$ cat config.mk
export PLATFORM = sky130hd
export DESIGN_NAME = intel_hex_record_parser_unit
export DESIGN_NICKNAME = d
export VERILOG_FILES = /design/src/rtl/ihex_pkg.sv /design/src/rtl/ihex_record_eval.sv /design/src/rtl/intel_hex_record_parser_unit.sv
export VERILOG_INCLUDE_DIRS = /design/src /design/src/rtl
export SDC_FILE = /design/constraint.sdc
export NUM_CORES = 1
export LEC_CHECK = 0
export BUFFER_PORTS_ARGS = -buffer_cell sky130_fd_sc_hd__buf_2
export CORE_ASPECT_RATIO = 2
export CORE_MARGIN = 2
export CORE_UTILIZATION = 30
export DETAILED_ROUTE_END_ITERATION = 16
export PLACE_DENSITY = 0.51
export SYNTH_ARGS = -nofsm -noshare
export SYNTH_HDL_FRONTEND = slang
export SYNTH_HIERARCHICAL = 1
export SYNTH_SLANG_ARGS = --single-unit
$ cat constraint.sdc
create_clock -name clock -period 7.7 [get_ports clock]
set_clock_uncertainty 0.1 [all_clocks]
set_input_delay 0.77 -clock clock [delete_from_list [all_inputs] [get_ports clock]]
set_output_delay 0.77 -clock clock [all_outputs]
set_load 0.005 [all_outputs]
$ cat src/rtl/intel_hex_record_parser_unit_assert.svh
// Assertion macros shared by the RTL of the Intel HEX record parser.
// Every macro samples on the rising edge of clock and is disabled during reset.
`ifndef INTEL_HEX_RECORD_PARSER_UNIT_ASSERT_SVH
`define INTEL_HEX_RECORD_PARSER_UNIT_ASSERT_SVH

// The consequent must hold in the same cycle as the antecedent.
`define IHEX_ASSERT_SAME(label, ante, cons, msg) \
   label: assert property (@(posedge clock) disable iff (reset) (ante) |-> (cons)) \
      else $error(msg);

// The consequent must hold in the cycle after the antecedent.
`define IHEX_ASSERT_NEXT(label, ante, cons, msg) \
   label: assert property (@(posedge clock) disable iff (reset) (ante) |=> (cons)) \
      else $error(msg);

`endif

$ cat src/rtl/ihex_pkg.sv
`timescale 1ns / 1ps

package ihex_pkg;

   // Fixed line geometry.
   localparam logic [9:0] COUNT_MAX = 10'd1023;
   localparam logic [9:0] MIN_LINE  = 10'd11;
   localparam logic [7:0] START_CODE = 8'h3A;  // ASCII colon
   localparam logic [19:0] SEG_MASK = 20'hFFFFF;

   // Record type codes as they appear in the type byte.
   localparam logic [7:0] TYPE_DATA     = 8'd0;
   localparam logic [7:0] TYPE_EOF      = 8'd1;
   localparam logic [7:0] TYPE_EXT_SEG  = 8'd2;
   localparam logic [7:0] TYPE_SEG_ENT  = 8'd3;
   localparam logic [7:0] TYPE_EXT_LIN  = 8'd4;
   localparam logic [7:0] TYPE_LIN_ENT  = 8'd5;

   // Result kinds carried on tuser.
   localparam logic KIND_DATA   = 1'b0;
   localparam logic KIND_STATUS = 1'b1;

   typedef enum logic [2:0] {
      STATUS_OK         = 3'd0,
      STATUS_NO_COLON   = 3'd1,
      STATUS_TOO_SHORT  = 3'd2,
      STATUS_LEN_MISMATCH = 3'd3,
      STATUS_BAD_TYPE   = 3'd4,
      STATUS_CHECKSUM   = 3'd5,
      STATUS_BAD_HEX    = 3'd6
   } status_type;

   typedef enum logic [1:0] {
      RKIND_DATA    = 2'd0,
      RKIND_EOF     = 2'd1,
      RKIND_EXT_ADDR = 2'd2,
      RKIND_ENTRY   = 2'd3
   } record_kind_type;

   // Per-line decode state; all of it clears at end of line.
   typedef struct packed {
      logic [9:0]  char_count;
      logic [3:0]  high_nibble;
      logic [7:0]  declared_length;
      logic [15:0] record_offset;
      logic [7:0]  record_type_code;
      logic [7:0]  running_sum;
      logic [31:0] payload_word;
      status_type  first_error;
   } line_state_type;

   // End-of-record evaluation handed back to the top level.
   typedef struct packed {
      status_type      status;
      record_kind_type record_kind;
      logic [31:0]     address;
      logic [7:0]      length;
      logic            base_load;
      logic [31:0]     new_base;
   } eval_result_type;

endpackage

$ cat src/rtl/ihex_record_eval.sv
`timescale 1ns / 1ps

module ihex_record_eval
   import ihex_pkg::*;
(
   input  line_state_type  line,
   input  logic [31:0]     base_address,
   output eval_result_type result
);

   // Status checks in order of precedence, then the record summary for a good line.
   always_comb begin
      logic [9:0]  expected_count;
      logic [7:0]  need_length;
      logic [19:0] seg_entry;
      status_type  st;

      expected_count = {1'b0, line.declared_length, 1'b0} + MIN_LINE;

      case (line.record_type_code)
         TYPE_DATA:    need_length = line.declared_length;
         TYPE_EOF:     need_length = 8'd0;
         TYPE_EXT_SEG: need_length = 8'd2;
         TYPE_EXT_LIN: need_length = 8'd2;
         default:      need_length = 8'd4;
      endcase

      if ((line.char_count == 10'd0) || (line.first_error == STATUS_NO_COLON)) begin
         st = STATUS_NO_COLON;
      end else if (line.char_count < MIN_LINE) begin
         st = STATUS_TOO_SHORT;
      end else if (line.char_count != expected_count) begin
         st = STATUS_LEN_MISMATCH;
      end else if (line.first_error == STATUS_BAD_HEX) begin
         st = STATUS_BAD_HEX;
      end else if (line.record_type_code > TYPE_LIN_ENT) begin
         st = STATUS_BAD_TYPE;
      end else if (line.declared_length != need_length) begin
         st = STATUS_LEN_MISMATCH;
      end else if (line.running_sum != 8'd0) begin
         st = STATUS_CHECKSUM;
      end else begin
         st = STATUS_OK;
      end

      // Segment entry point: CS * 16 + IP, wrapped to 20 bits.
      seg_entry = ({line.payload_word[31:16], 4'd0} + {4'd0, line.payload_word[15:0]})
                  & SEG_MASK;

      result.status      = st;
      result.record_kind = RKIND_DATA;
      result.address     = 32'd0;
      result.length      = 8'd0;
      result.base_load   = 1'b0;
      result.new_base    = 32'd0;

      if (st == STATUS_OK) begin
         result.length = line.declared_length;
         case (line.record_type_code)
            TYPE_DATA: begin
               result.address = base_address + {16'd0, line.record_offset};
            end
            TYPE_EOF: begin
               result.record_kind = RKIND_EOF;
            end
            TYPE_EXT_SEG: begin
               result.record_kind = RKIND_EXT_ADDR;
               result.new_base    = {12'd0, line.payload_word[15:0], 4'd0};
               result.base_load   = 1'b1;
               result.address     = result.new_base;
            end
            TYPE_EXT_LIN: begin
               result.record_kind = RKIND_EXT_ADDR;
               result.new_base    = {line.payload_word[15:0], 16'd0};
               result.base_load   = 1'b1;
               result.address     = result.new_base;
            end
            TYPE_SEG_ENT: begin
               result.record_kind = RKIND_ENTRY;
               result.address     = {12'd0, seg_entry};
            end
            default: begin
               result.record_kind = RKIND_ENTRY;
               result.address     = line.payload_word;
            end
         endcase
      end
   end

endmodule

$ cat src/rtl/intel_hex_record_parser_unit.sv
// A result is valid on rsp_ in the cycle after the transaction that causes it.
// Throughput: one character or end-of-line transaction per cycle unless rsp_tready stalls;
// the single state update stage feeding the result register sets this figure.
// Reset: synchronous, active high; clears the line state, the base address and
// the result valid flag.
`timescale 1ns / 1ps
`include "intel_hex_record_parser_unit_assert.svh"

module intel_hex_record_parser_unit
   import ihex_pkg::*;
(
   input  logic        clock,
   input  logic        reset,
   input  logic        req_tvalid,
   output logic        req_tready,
   input  logic [7:0]  req_tdata,   // [7:0] ch
   input  logic        req_tlast,   // end_of_line
   output logic        rsp_tvalid,
   input  logic        rsp_tready,
   output logic [55:0] rsp_tdata,   // [31:0] address, [39:32] data_byte, [42:40] status,
                                    // [44:43] record_kind, [52:45] length, [55:53] zero
   output logic        rsp_tuser    // [0] kind
);

   // Hex digit decode; a flag marks anything that is not a hex digit.
   function automatic logic [4:0] hex_decode(input logic [7:0] c);
      logic [4:0] r;
      if ((c >= 8'h30) && (c <= 8'h39)) begin
         r = {1'b0, 4'(c - 8'h30)};
      end else if ((c >= 8'h41) && (c <= 8'h46)) begin
         r = {1'b0, 4'(c - 8'h37)};
      end else if ((c >= 8'h61) && (c <= 8'h66)) begin
         r = {1'b0, 4'(c - 8'h57)};
      end else begin
         r = 5'b10000;
      end
      return r;
   endfunction

   line_state_type  line_ff, line_in;
   logic [31:0]     base_address_ff, base_address_in;
   eval_result_type eval;

   logic            rsp_valid_ff, rsp_valid_in;
   logic            rsp_kind_ff, rsp_kind_in;
   logic [31:0]     rsp_address_ff, rsp_address_in;
   logic [7:0]      rsp_data_byte_ff, rsp_data_byte_in;
   status_type      rsp_status_ff, rsp_status_in;
   record_kind_type rsp_record_kind_ff, rsp_record_kind_in;
   logic [7:0]      rsp_length_ff, rsp_length_in;

   logic            accept;
   logic            emit_data;

   // The result register frees itself when taken, so a new transaction can enter.
   assign req_tready = !rsp_valid_ff || rsp_tready;
   assign accept     = req_tvalid && req_tready;

   ihex_record_eval u_eval (
      .line         (line_ff),
      .base_address (base_address_ff),
      .result       (eval)
   );

   // Per-character decode and the end-of-line summary.
   always_comb begin
      logic [9:0] pos;
      logic [4:0] nib;
      logic [7:0] v;
      logic [8:0] b;
      logic [8:0] k;

      pos = line_ff.char_count;
      nib = hex_decode(req_tdata);
      v   = {line_ff.high_nibble, nib[3:0]};
      b   = pos[9:1] - 9'd1;
      k   = b - 9'd4;

      line_in            = line_ff;
      base_address_in    = base_address_ff;
      emit_data          = 1'b0;
      rsp_valid_in       = rsp_valid_ff && !rsp_tready;
      rsp_kind_in        = rsp_kind_ff;
      rsp_address_in     = rsp_address_ff;
      rsp_data_byte_in   = rsp_data_byte_ff;
      rsp_status_in      = rsp_status_ff;
      rsp_record_kind_in = rsp_record_kind_ff;
      rsp_length_in      = rsp_length_ff;

      if (accept) begin
         if (req_tlast) begin
            // End of line: report the record and start a fresh line.
            rsp_valid_in       = 1'b1;
            rsp_kind_in        = KIND_STATUS;
            rsp_address_in     = eval.address;
            rsp_data_byte_in   = 8'd0;
            rsp_status_in      = eval.status;
            rsp_record_kind_in = eval.record_kind;
            rsp_length_in      = eval.length;
            if (eval.base_load) begin
               base_address_in = eval.new_base;
            end
            line_in = '0;
         end else if (pos != COUNT_MAX) begin
            line_in.char_count = pos + 10'd1;
            if (pos == 10'd0) begin
               if ((req_tdata != START_CODE) && (line_ff.first_error == STATUS_OK)) begin
                  line_in.first_error = STATUS_NO_COLON;
               end
            end else begin
               if (nib[4] && (line_ff.first_error == STATUS_OK)) begin
                  line_in.first_error = STATUS_BAD_HEX;
               end
               if (pos[0]) begin
                  line_in.high_nibble = nib[3:0];
               end else begin
                  // A full byte: add it to the checksum and place it by position.
                  line_in.running_sum = line_ff.running_sum + v;
                  case (b)
                     9'd0:    line_in.declared_length = v;
                     9'd1:    line_in.record_offset   = {v, 8'd0};
                     9'd2:    line_in.record_offset   = {line_ff.record_offset[15:8], v};
                     9'd3:    line_in.record_type_code = v;
                     default: begin
                        if (k < {1'b0, line_ff.declared_length}) begin
                           if (k[8:2] == 7'd0) begin
                              line_in.payload_word = {line_ff.payload_word[23:0], v};
                           end
                           if ((line_in.first_error == STATUS_OK) &&
                               (line_ff.record_type_code == TYPE_DATA)) begin
                              emit_data = 1'b1;
                           end
                        end
                     end
                  endcase
               end
            end
         end

         // Tentative data byte of a data record.
         if (emit_data) begin
            rsp_valid_in       = 1'b1;
            rsp_kind_in        = KIND_DATA;
            rsp_address_in     = base_address_ff + {16'd0, line_ff.record_offset}
                                 + {23'd0, k};
            rsp_data_byte_in   = v;
            rsp_status_in      = STATUS_OK;
            rsp_record_kind_in = RKIND_DATA;
            rsp_length_in      = 8'd0;
         end
      end
   end

   // Control and line state.
   always_ff @(posedge clock) begin
      if (reset) begin
         line_ff         <= '0;
         base_address_ff <= 32'd0;
         rsp_valid_ff    <= 1'b0;
      end else begin
         line_ff         <= line_in;
         base_address_ff <= base_address_in;
         rsp_valid_ff    <= rsp_valid_in;
      end
   end

   // Result payload register.
   always_ff @(posedge clock) begin
      rsp_kind_ff        <= rsp_kind_in;
      rsp_address_ff     <= rsp_address_in;
      rsp_data_byte_ff   <= rsp_data_byte_in;
      rsp_status_ff      <= rsp_status_in;
      rsp_record_kind_ff <= rsp_record_kind_in;
      rsp_length_ff      <= rsp_length_in;
   end

   assign rsp_tvalid = rsp_valid_ff;
   assign rsp_tuser  = rsp_kind_ff;
   assign rsp_tdata  = {3'd0, rsp_length_ff, rsp_record_kind_ff, rsp_status_ff,
                        rsp_data_byte_ff, rsp_address_ff};

   // A failed record reports nothing but its status.
   `IHEX_ASSERT_SAME(a_fail_fields_zero, rsp_valid_ff && (rsp_kind_ff == KIND_STATUS) && (rsp_status_ff != STATUS_OK), (rsp_address_ff == 32'd0) && (rsp_length_ff == 8'd0) && (rsp_record_kind_ff == RKIND_DATA), "failed status carries nonzero fields")
   // A tentative data byte carries no status information.
   `IHEX_ASSERT_SAME(a_data_no_status, rsp_valid_ff && (rsp_kind_ff == KIND_DATA), (rsp_status_ff == STATUS_OK) && (rsp_length_ff == 8'd0), "data result carries status fields")
   // End of line restarts the line state.
   `IHEX_ASSERT_NEXT(a_eol_clears, accept && req_tlast, (line_ff.char_count == 10'd0) && (line_ff.running_sum == 8'd0), "line state not cleared after end of line")
   // No byte is released once the line has a character error.
   `IHEX_ASSERT_SAME(a_no_emit_on_error, line_ff.first_error != STATUS_OK, !emit_data, "data byte emitted after a character error")

endmodule
[After elaboration in Yosys (flattened, before gate mapping)]
Index checks and enable logic that the tools add are counted.
Cells by class
  $add $sub $neg: 11
  multipliers: 0
  divide/modulo/power cells: 0
  $lt $le $gt $ge: 9
  equality and inequality tests: 18
  shift-type cells: 0
  muxes and demuxes: 52
  bitwise gates (word level): 0
  reduce and logical (&&, ||, !) cells: 42
Operator list (count)
  2-to-1 mux 89 bit: 2
  2-to-1 mux 32 bit: 5
  one-hot mux 32 bit (5 select lines): 1
  2-to-1 mux 76 bit: 1
  2-to-1 mux 75 bit: 1
  2-to-1 mux 72 bit: 1
  one-hot mux 33 bit (2 select lines): 1
  2-to-1 mux 3 bit: 15
  2-to-1 mux 8 bit: 5
  adder 32 x 16 -> 32 bit: 1
  adder 32 x 9 -> 32 bit: 1
  one-hot mux 16 bit (2 select lines): 1
  one-hot mux 8 bit (3 select lines): 1
  adder 20 x 16 -> 20 bit: 1
  == test 9 x 2 -> 1 bit (second input constant): 2
  == test 8 x 2 -> 1 bit (second input constant): 2
  greater-or-equal comparator 8 x 7 -> 1 bit (second input constant): 2
  less-or-equal comparator 8 x 7 -> 1 bit (second input constant): 2
  nonzero test 2 bit: 8
  2-to-1 mux 5 bit: 3
  AND reduction 5 bit: 3
  2-to-1 mux 1 bit: 12
  adder 10 x 1 -> 10 bit (second input constant): 1
  adder 9 x 4 -> 10 bit (second input constant): 1
  other kinds (42): 59
Word-level totals
  register bits after elaboration: 176
  latch bits: 0
  bits in writable memories: 0
  ROM bits: 0
  input bits: 13
  output and inout port bits: 59
  word-level logic and storage cells: 149
  memories: 0

[Depth between registers and ports, before layout]
  word-level depth: 23
  mapped depth: 21
  depth with buffers taken out: 17

[By module]
Netlist, hierarchy kept.
Modules (own cells, without submodules)
  intel_hex_record_parser_unit: instances 1, cells an instance 1043, area an instance 9726.8 µm², sequential area each 4063.9 µm²
  ihex_record_eval: instances 1, cells an instance 486, area an instance 3264.4 µm², sequential area each 0.0 µm²

[Worst setup path before layout]
OpenSTA, ideal clock, no wires.
  path kind: register to register
  from: register line_ff[80] (netlist bit)
  to: register rsp_address_ff[0], enable pin
  setup time: 0.484 ns
  arrival time: 6.139 ns
  required time: 7.116 ns
  path slack: 0.977 ns
  cell stages (with the launch flop): 18
  buffers on the path: 2
  clock period less this slack: 6.723 ns
  cell sequence: dfxtp_1 -> clkbuf_1 -> inv_1 -> ha_1 -> buf_2 -> o21bai_1 -> a211oi_1 -> a21oi_1 -> nor2b_1 -> xor2_1 -> ha_1 -> o211a_1 -> o21ai_0 -> o211a_1 -> nand2_1 -> o32ai_4 -> nand3_1 -> a21oi_1
On the way
  longest elaborated chain between the ends: 12
  elaborated cells on any way between the ends: 19
  those cells by class: add/sub: 2; order compare: 1; eq/ne: 4; mux: 7; reduce/logical: 5
Ends and longest elaborated chain
  start, declared: RTL line intel_hex_record_parser_unit.sv:40  | line_state_type line_ff, line_in;
  start signal, assigned: RTL line intel_hex_record_parser_unit.sv:161  | line_ff <= line_in;
  subtractor 9 x 1 -> 9 bit: RTL line intel_hex_record_parser_unit.sv:76  | b = pos[9:1] - 9'd1;
  subtractor 9 x 3 -> 9 bit: RTL line intel_hex_record_parser_unit.sv:77  | k = b - 9'd4;
  < comparator 9 x 8 -> 1 bit: RTL line intel_hex_record_parser_unit.sv:125  | if (k < {1'b0, line_ff.declared_length}) begin
  2-to-1 mux 1 bit: RTL line intel_hex_record_parser_unit.sv:125
  2-to-1 mux 1 bit: RTL line intel_hex_record_parser_unit.sv:119  | case (b)
  2-to-1 mux 1 bit: RTL line intel_hex_record_parser_unit.sv:114  | if (pos[0]) begin
  2-to-1 mux 1 bit: RTL line intel_hex_record_parser_unit.sv:106  | if (pos == 10'd0) begin
  2-to-1 mux 1 bit *: RTL line intel_hex_record_parser_unit.sv:104  | end else if (pos != COUNT_MAX) begin
  2-to-1 mux 1 bit *: RTL line intel_hex_record_parser_unit.sv:91  | if (req_tlast) begin
  2-to-1 mux 1 bit *: RTL line intel_hex_record_parser_unit.sv:90  | if (accept) begin
  nonzero test 2 bit (no line) *
  AND reduction 2 bit (no line) *
  end signal, assigned: RTL line intel_hex_record_parser_unit.sv:170  | rsp_address_ff <= rsp_address_in;
  end, declared: RTL line intel_hex_record_parser_unit.sv:46  | logic [31:0] rsp_address_ff, rsp_address_in;
Every way passes the cells marked *; elsewhere a longest branch is shown, timed or not. The select of a mux whose other input is x is not followed.
A chain may end at the register's enable or synchronous reset.

[Worst setup path after layout]
  from: register line_ff[80] (netlist bit)
  to: register rsp_address_ff[21], data pin
On the way
  longest elaborated chain between the ends: 11
  elaborated cells on any way between the ends: 28
  those cells by class: add/sub: 3; order compare: 2; eq/ne: 5; mux: 13; reduce/logical: 5
Ends and longest elaborated chain
  subtractor 9 x 1 -> 9 bit: RTL line intel_hex_record_parser_unit.sv:76
  subtractor 9 x 3 -> 9 bit: RTL line intel_hex_record_parser_unit.sv:77
  < comparator 9 x 8 -> 1 bit: RTL line intel_hex_record_parser_unit.sv:125
  2-to-1 mux 1 bit: RTL line intel_hex_record_parser_unit.sv:125
  2-to-1 mux 1 bit: RTL line intel_hex_record_parser_unit.sv:119
  2-to-1 mux 1 bit: RTL line intel_hex_record_parser_unit.sv:114
  2-to-1 mux 1 bit: RTL line intel_hex_record_parser_unit.sv:106
  2-to-1 mux 1 bit: RTL line intel_hex_record_parser_unit.sv:104
  2-to-1 mux 1 bit: RTL line intel_hex_record_parser_unit.sv:91
  2-to-1 mux 1 bit: RTL line intel_hex_record_parser_unit.sv:90
  2-to-1 mux 32 bit *: RTL line intel_hex_record_parser_unit.sv:141  | if (emit_data) begin
Marked as above.

==> impl_metrics.py <==
metrics = {
    "clock_network": {
        "cts_tree": "done",
        "cts_max_level": 4,
        "clk_pin_slew_ps": 80,
        "cts_hold_buf": 0,
        "clk-insertion-delay-late_ps": 460,
        "clockBufferDepth": 2,
        "clock-root-buffer": "clkbuf_16",
        "clock-sinks": 176,
        "cts-buffers-inserted": 17,
        "cts_resized": 0,
        "cts_setup_buffers": 0,
    },
    "worst_setup_path": {
        "worstReg2RegStart": "line_ff[80]",
        "cp-start-kind": "register",
        "rr_worst_depth": 17,
        "timing.rr.end": "rsp_address_ff[21]",
        "crit_start": "line_ff[80]",
        "crit_path_end": "rsp_address_ff[21]",
        "ff2ff_setup_slack_ps": 1390,
        "end_kind": "register",
        "worstPathMaxFanout": 16,
        "path_class": "reg -> reg",
        "crit_required_ps": 7810,
        "crit_slowest_cell": "a21oi_1",
        "worstPathCellList": "inv_1 > ha_1 > inv_1 > a41oi_1 > a311o_1 > a21oi_1 > nand2_1 > xnor2_1 > fa_1 > ha_1 > o211ai_1 > a21oi_1 > o21ai_1 > a21oi_1 > or2_0 > o211ai_1 > mux2_1",
        "crit_top_cell": "a21oi_1",
        "arrival_ps": 6420,
        "max_stage_delay_ps": 800,
    },
    "pwr": {
        "leakagePower_nw": 5.691,
        "power.density_nw_per_um2": 137.2,
        "ir_drop_uv": 133.9,
    },
    "logic_synthesis": {
        "yosys.area.top_type": "dfxtp_1",
        "synthesis.area_um2": 12990,
        "synth_top_area_share_pct": 18.80,
        "ys_types": 88,
        "synth_ff_type": "dfxtp_1",
        "synth_enable_flop_cells": 54,
        "async_flop_share_pct": 0,
        "ys_top_cells_by_area": "dfxtp_1, edfxtp_1, ha_1",
        "yosys_warnings": 6,
        "avgSynthCellArea_um2": 8.497,
        "ys_seq_area_share_pct": 31.28,
        "synth_seq_cells": 176,
        "postSynthCellCount": 1529,
    },
    "global_routing": {
        "grt_util_all_layers_pct": 20.30,
        "grt_pass1_vias": 11548,
        "overflow": 0,
        "antenna_found_initial": 0,
        "grt_pass1_wl_mm": 68.34,
        "grt_max_degree": 65,
    },
    "timing": {
        "hold_viol_final": 0,
        "final-setup-viol-count": 0,
        "rsz0062_at_grt": "false",
        "worst_slew_pin_slew_ps": 1100,
        "post-route-period-util_pct": 81.90,
        "period_minus_slack_ps": 6306,
        "final_max_slew_viol_count": 0,
        "slew_headroom_pct": 26.32,
        "fmax_mhz": 158.6,
        "setup_tns_ps": 0,
    },
    "floorplan": {
        "ios": 72,
        "start_util_pct": 30.42,
        "die_y_um": 298.3,
        "die-area_um2": 45090,
        "fp.coreArea_um2": 42710,
        "die_w_um": 151.1,
        "rows": 107,
    },
    "drt": {
        "routed_wl_mm": 45.74,
        "dr_total_vias": 11768,
        "drt-initial-drc-count": 774,
        "via_per_inst": 5.596,
        "drc_errors": 0,
        "wl_per_cell_um": 21.75,
        "drtPass1Iterations": 9,
        "antenna_left": 0,
    },
    "place": {
        "dpl.hpwl_mm": 35.01,
        "dp.cells": 2071,
        "place_area_um2": 13740,
        "numPortBuffers": 68,
        "gp_congestion": 0.9174,
    },
    "layout": {
        "antenna_cells": 0,
        "num-nets-final": 1652,
        "finalInstanceArea_um2": 14320,
        "layout-drive-gt1-share_pct": 10.01,
        "area_growth_pct": 10.20,
        "final_cells": 2103,
    },
    "min_path": {
        "min-delay-path-class": "reg -> reg",
    },
    "run_status": {
        "status": "finished, final reports clean",
    },
    "flow_run": {
        "drv_cap": 0,
    },
}
## synth_stat cells (19+ instances only)
| cell type | count |
|---|---|
| nor3_1 | 33 |
| edfxtp_1 | 54 |
| o21ai_0 | 47 |
| nand2_1 | 144 |
| nand4_1 | 22 |
| and3_1 | 37 |
| mux2i_1 | 25 |
| nand3_1 | 39 |
| inv_1 | 67 |
| clkbuf_1 | 58 |
| and2_1 | 31 |
| nor2_1 | 141 |
| xor2_1 | 19 |
| o32ai_1 | 24 |
| xnor2_1 | 64 |
| mux2_1 | 27 |
| dfxtp_1 | 122 |
| a21oi_1 | 104 |
| ha_1 | 81 |
| nand2b_1 | 45 |
| a31oi_1 | 20 |
## logic make-up after synthesis
kind of cell	Yosys count	synth area share (%)
simple gates	581	22.78
fa+ha+maj	94	9.804
other cells	2	0.05781
buf+inv	160	5.413
compound gates	375	20.28
mux	58	4.787
flops	176	31.28
xor+xnor	83	5.596
## per-stage QoR
step	power (mW)	util (%)	hold WS [ps]	setup WS, ps
floorplan	1.060	-	341.3	977.4
global placement	1.099	32.18	357.4	1436
detailed placement	1.099	32.18	363.4	1464
CTS	1.983	33.52	372.0	1398
global route	2.017	33.52	395.7	987.2
finish	1.965	33.52	371.6	1394
## worst max-delay path: cells and delay by family (launching register included)
kind	cells	cell delay, ps
flip-flops	1	690
buffers and inverters	2	410
AO/OA/AOI/OAI	8	2170
XOR/XNOR	1	280
AND/OR/NAND/NOR	2	710
adder cells (fa/ha/maj)	3	1360
multiplexers	1	300
## how the worst min path moves through the flow
stage                      from          end  depth (start not counted)  slack [ps]
finish              line_ff[39]  line_ff[39]                          2         370
global route        line_ff[42]  line_ff[42]                          1         400
floorplan           line_ff[42]  line_ff[42]                          1         340
global placement    line_ff[39]  line_ff[39]                          2         360
detailed placement  line_ff[39]  line_ff[39]                          2         360
CTS                 line_ff[39]  line_ff[39]                          2         370
## cells in the final DEF (no fill, tap or decap), drive strengths merged, types with 10 or more instances in the layout
cell    instances
nand2b         45
dfxtp         122
ha             81
o32ai          25
and2           34
a21o           18
o211ai         10
inv            74
o21ai          51
fa             13
a22o           10
a222oi         17
a31oi          20
nand4          23
a21oi         109
mux2i          25
nand3b         14
nand3          40
edfxtp         54
nand2         144
mux2           33
a22oi          18
xor2           19
buf            85
nor2          141
clkbuf         21
nor2b          14
and3           37
xnor2          64
nor4           12
nor3           34
## power by group
group,switching (mW),internal (mW)
clock network,0.428,0.460
logic,0.0717,0.0353
registers,0.00634,0.964
total,0.506,1.46
## routing by layer
| layer | vias up | share of wire, % | GRT usage, % |
|---|---|---|---|
| met5 | - | 0 | 0 |
| met4 | 0 | 7.5 | 13.66 |
| met3 | 130 | 3.6 | 2.772 |
| met2 | 373 | 55 | 39.30 |
| met1 | 5657 | 34 | 19.04 |
| li1 | 5608 | - | - |
## registers in the layout (all words and copies together) (netlist names)
register            count
rsp_address_ff         32
line_ff                89
base_address_ff        32
rsp_tvalid              1
rsp_record_kind_ff      2
rsp_length_ff           8
rsp_data_byte_ff        8
rsp_tuser               1
rsp_status_ff           3
## final cells by class
| class | instances | area [µm²] |
|---|---|---|
| Clock buffer | 21 | 483.0 |
| Multi-Input combinational cell | 1198 | 8275 |
| Inverter | 67 | 251.5 |
| Tap cell | 545 | 681.9 |
| Clock inverter | 11 | 90.09 |
| Timing Repair Buffer | 85 | 470.5 |
| Sequential cell | 176 | 4064 |
| Fill cell | 4480 | 28390 |
No activity file was read; power rests on OpenSTA's default activity.
